File: src/rtl/swmm_ram.sv
// Generic single-write, single-read RAM with registered read data.
`default_nettype none
module swmm_ram #(
	parameter int WIDTH = 8,
	parameter int DEPTH = 16,
	localparam int AW = (DEPTH > 1) ? $clog2(DEPTH) : 1
) (
	input  wire logic             clk,
	input  wire logic             we,
	input  wire logic [AW-1:0]    waddr,
	input  wire logic [WIDTH-1:0] wdata,
	input  wire logic [AW-1:0]    raddr,
	output logic      [WIDTH-1:0] rdata
);

	logic [WIDTH-1:0] mem [DEPTH];

	always_ff @(posedge clk) begin
		if (we) begin
			mem[waddr] <= wdata;
		end
		rdata <= mem[raddr];
	end

endmodule
`default_nettype wire

File: config.mk
export PLATFORM = sky130hd
export DESIGN_NAME = swmm_ram
export DESIGN_NICKNAME = d
export VERILOG_FILES = /design/src/rtl/swmm_ram.sv
export SDC_FILE = /design/constraint.sdc
export NUM_CORES = 1
export LEC_CHECK = 0
export BUFFER_PORTS_ARGS = -buffer_cell sky130_fd_sc_hd__buf_2
export CAP_MARGIN = 20
export CELL_PAD_IN_SITES_DETAIL_PLACEMENT = 1
export CELL_PAD_IN_SITES_GLOBAL_PLACEMENT = 1
export CORE_MARGIN = 3
export CORE_UTILIZATION = 50
export CTS_CLUSTER_DIAMETER = 30
export DETAILED_ROUTE_END_ITERATION = 7
export GPL_TIMING_DRIVEN = 0
export PLACE_DENSITY_LB_ADDON = 0.1
export SYNTH_ARGS = -nofsm -noshare
export SYNTH_HDL_FRONTEND = slang
export SYNTH_SLANG_ARGS = --single-unit
export TNS_END_PERCENT = 5
File: constraint.sdc
create_clock -name clk -period 4 [get_ports clk]
set_input_delay 0.8 -clock clk [delete_from_list [all_inputs] [get_ports clk]]
set_output_delay 0.8 -clock clk [all_outputs]
set_load 0.005 [all_outputs]
==> out/summary.txt <==
outcome: completed
core area: 0.009910 sq mm
Die Span Y: 107.5 microns
syn_nets: 247
max capacitance violation total: 0
crit-path max FO: 6
commonest non-fill, non-tap cell in the layout: edfxtp_1
Max transition margin: 0.4227
DP Worst Slack: 1.448 ns
Clk Latency, worst-skew pair: 0.51 ns
RSZ-0062 raised after global routing: no
Yosys reg bits: 136
most numerous cell on the critical path: buf_2
DIE AREA: 0.01155 sq mm
Synth Area in XOR/XNOR: 0
fmax: 0.5007 GHz
fill count: 865
R2R Setup Slk: 2.55 ns
wire length per cell: 24.68 microns
setup slack after layout: 2.003 ns
Post-Layout Cell Count: 422
vias in the first global route: 2,563
post-synthesis compound-gate area fraction: 0.02333
Area Growth Syn to Fin: 16.04%
initial DRC count: 177
PwrDens: 518.5 mW/mm^2
CTS root buf: clkbuf_8
# rows: 36
critical-path cell list: buf_2 -> or3b_2 -> nor3_1 -> buf_2
post-synthesis mux area share: 0.1502
Layout Nets: 294
depth of the CTS H-tree: 4
CTS tree: done
setup_tns: 0 ns
Synth Warn #: 0
Synth Area in Adders: 0
worst r2r src: mem[11][0]$_DFFE_PP_
setup violators final: 0
initial antenna violation count: 0
Via Count: 2,384
proportion of layout cells with a drive suffix above 1: 0.2872
fin crit share: 0.4993
worst slew pin tran: 0.8628 ns
CTS clk-pin slew, worst paths: 0.06 ns
Worst Setup EP: mem[0][6]$_DFFE_PP_
final slew viol count: 0
final hold vios: 0
crit-path max cell delay: 0.53 ns
Avg Inst Size Synth: 22.48 sq um
CP Launch Type: input pin
residual DRC count: 0
deepest clock path buffer count: 2
Hold WC Path Type: reg2reg
main combinational cell family by area after synthesis: multiplexers
GRT Util Overall: 0.2022
first-pass GRT wire length: 15.88 mm
gpl congestion: 0.7153
CTS resizes: 0
crit path DAT: 2.21 ns
# placed instances: 390
CP Launch Point: waddr[2]
count of different cell masters after synthesis: 19
setup bufs post-CTS: 0
clk_skew: 0.006378 ns
Syn Std Cell Area: 0.005147 sq mm
Critical Path End Type: flip-flop
Max IR drop VDD: 269.7 uV
Mapped Cells: 229
vias per inst: 5.649
CTS buffer count: 17
num ports: 26
Simple-Gate Fraction of Synth Area: 0.03184
most frequent cells in the layout: edfxtp_1 (128), buf_2 (30), mux4_2 (18)
hold slack final: 0.6869 ns
Total Wirelength: 10.42 mm
R2R depth: 3
CTS Sinks: 136
RR Endpoint: rdata[0]$_DFF_P_
initial core utilization: 0.5194
sequential fraction of the synthesis area: 0.7778
DRT Pass-1 Iters: 5
die width: 107.5 microns
pin count of the biggest net entering global routing: 17
Post-CTS Hold Buffers: 0
CP max-delay cell: or3b_2
Inserted Diodes: 0
detailed placement HPWL: 6.832 mm
IO Port Bufs: 24
Final min period: 1.997 ns
P_leak: 2.020 nW
grt total ovfl: 0
CP Class: in2reg
Critical Path RT: 4.21 ns
Post-DRT Antenna Nets: 0
==> state kept, by name, summed over array words and instances (netlist names) <==
signal	flops
mem	128
rdata	8
==> cells in the mapped netlist <==
cell type        number  area share
dfxtp_1               8       0.031
nor2b_1               1      0.0012
buf_2                 3      0.0029
and2_1                1      0.0012
nand2b_1              2      0.0024
edfxtp_1            128        0.75
nand3_1               1     0.00097
clkdlybuf4s25_2       3      0.0058
mux4_2               18       0.079
nand3b_1              2      0.0029
nor2_1               13      0.0095
buf_4                 1      0.0015
nor3_1                4      0.0039
mux4_1               14       0.071
or3b_2                1      0.0017
buf_6                 3      0.0066
a22oi_1              16       0.023
nand2_1               9      0.0066
and2b_1               1      0.0015
==> worst min path at each step <==
stage,from,endpoint,slack [ns],depth (start not counted)
after global routing,wdata[6],mem[5][6]$_DFFE_PP_,0.69,1
final,mem[11][2]$_DFFE_PP_,rdata[2]$_DFF_P_,0.69,3
after CTS,wdata[7],mem[4][7]$_DFFE_PP_,0.68,1
after floorplan,mem[7][0]$_DFFE_PP_,rdata[0]$_DFF_P_,0.63,3
after detailed placement,mem[11][2]$_DFFE_PP_,rdata[2]$_DFF_P_,0.68,3
after global placement,mem[11][2]$_DFFE_PP_,rdata[2]$_DFF_P_,0.66,3
==> metrics by stage <==
stage | cell area [sq um] | utilization | power [mW]
floorplan | 5147 | - | 1.711
global placement | 5434 | 0.5484 | 1.778
detailed placement | 5456 | 0.5506 | 1.787
CTS | 5973 | 0.6028 | 3.125
global route | 5973 | 0.6028 | 3.201
finish | 5973 | 0.6028 | 3.097
==> logic make-up (layout without fill, tap and decap cells) <==
| family | count (synthesis) | in the layout |
|---|---|---|
| buffers and inverters | 10 | 70 |
| AOI/OAI and AO/OA | 16 | 16 |
| DFF | 136 | 136 |
| and+or+nand+nor | 35 | 35 |
| muxes | 32 | 32 |
==> routing by layer <==
layer / wire, microns / vias up / share of wire / track usage
met3: 434 / 8 / 0.042 / 0.05219
met5: 0 / - / 0 / 0
li1: - / 1065 / - / -
met2: 5294 / 58 / 0.51 / 0.3186
met1: 4575 / 1253 / 0.44 / 0.2809
met4: 112 / 0 / 0.011 / 0.06402
==> layout make-up <==
| class | instances | area, sq um | area share |
|---|---|---|---|
| sequential | 136 | 4004 | 0.6703 |
| multi-input combinational | 83 | 1057 | 0.1770 |
| clock buffer | 27 | 491.7 | 0.08232 |
| tap | 133 | 166.4 | 0.02786 |
| timing repair buffer | 28 | 142.6 | 0.02388 |
| buffer | 10 | 86.33 | 0.01445 |
| clock inverter | 5 | 25.02 | 0.004189 |
==> critical path, delay by kind of cell <==
kind | cells | cell delay, ns
simple gates | 2 | 0.98
buf+inv | 2 | 0.41
==> power by group <==
part,switching [mW],internal [mW]
Sequential,0.00786,1.59
Clock,0.521,0.822
Combinational,0.0888,0.0636
Total,0.617,2.48
No activity file was read; power rests on OpenSTA's default activity.
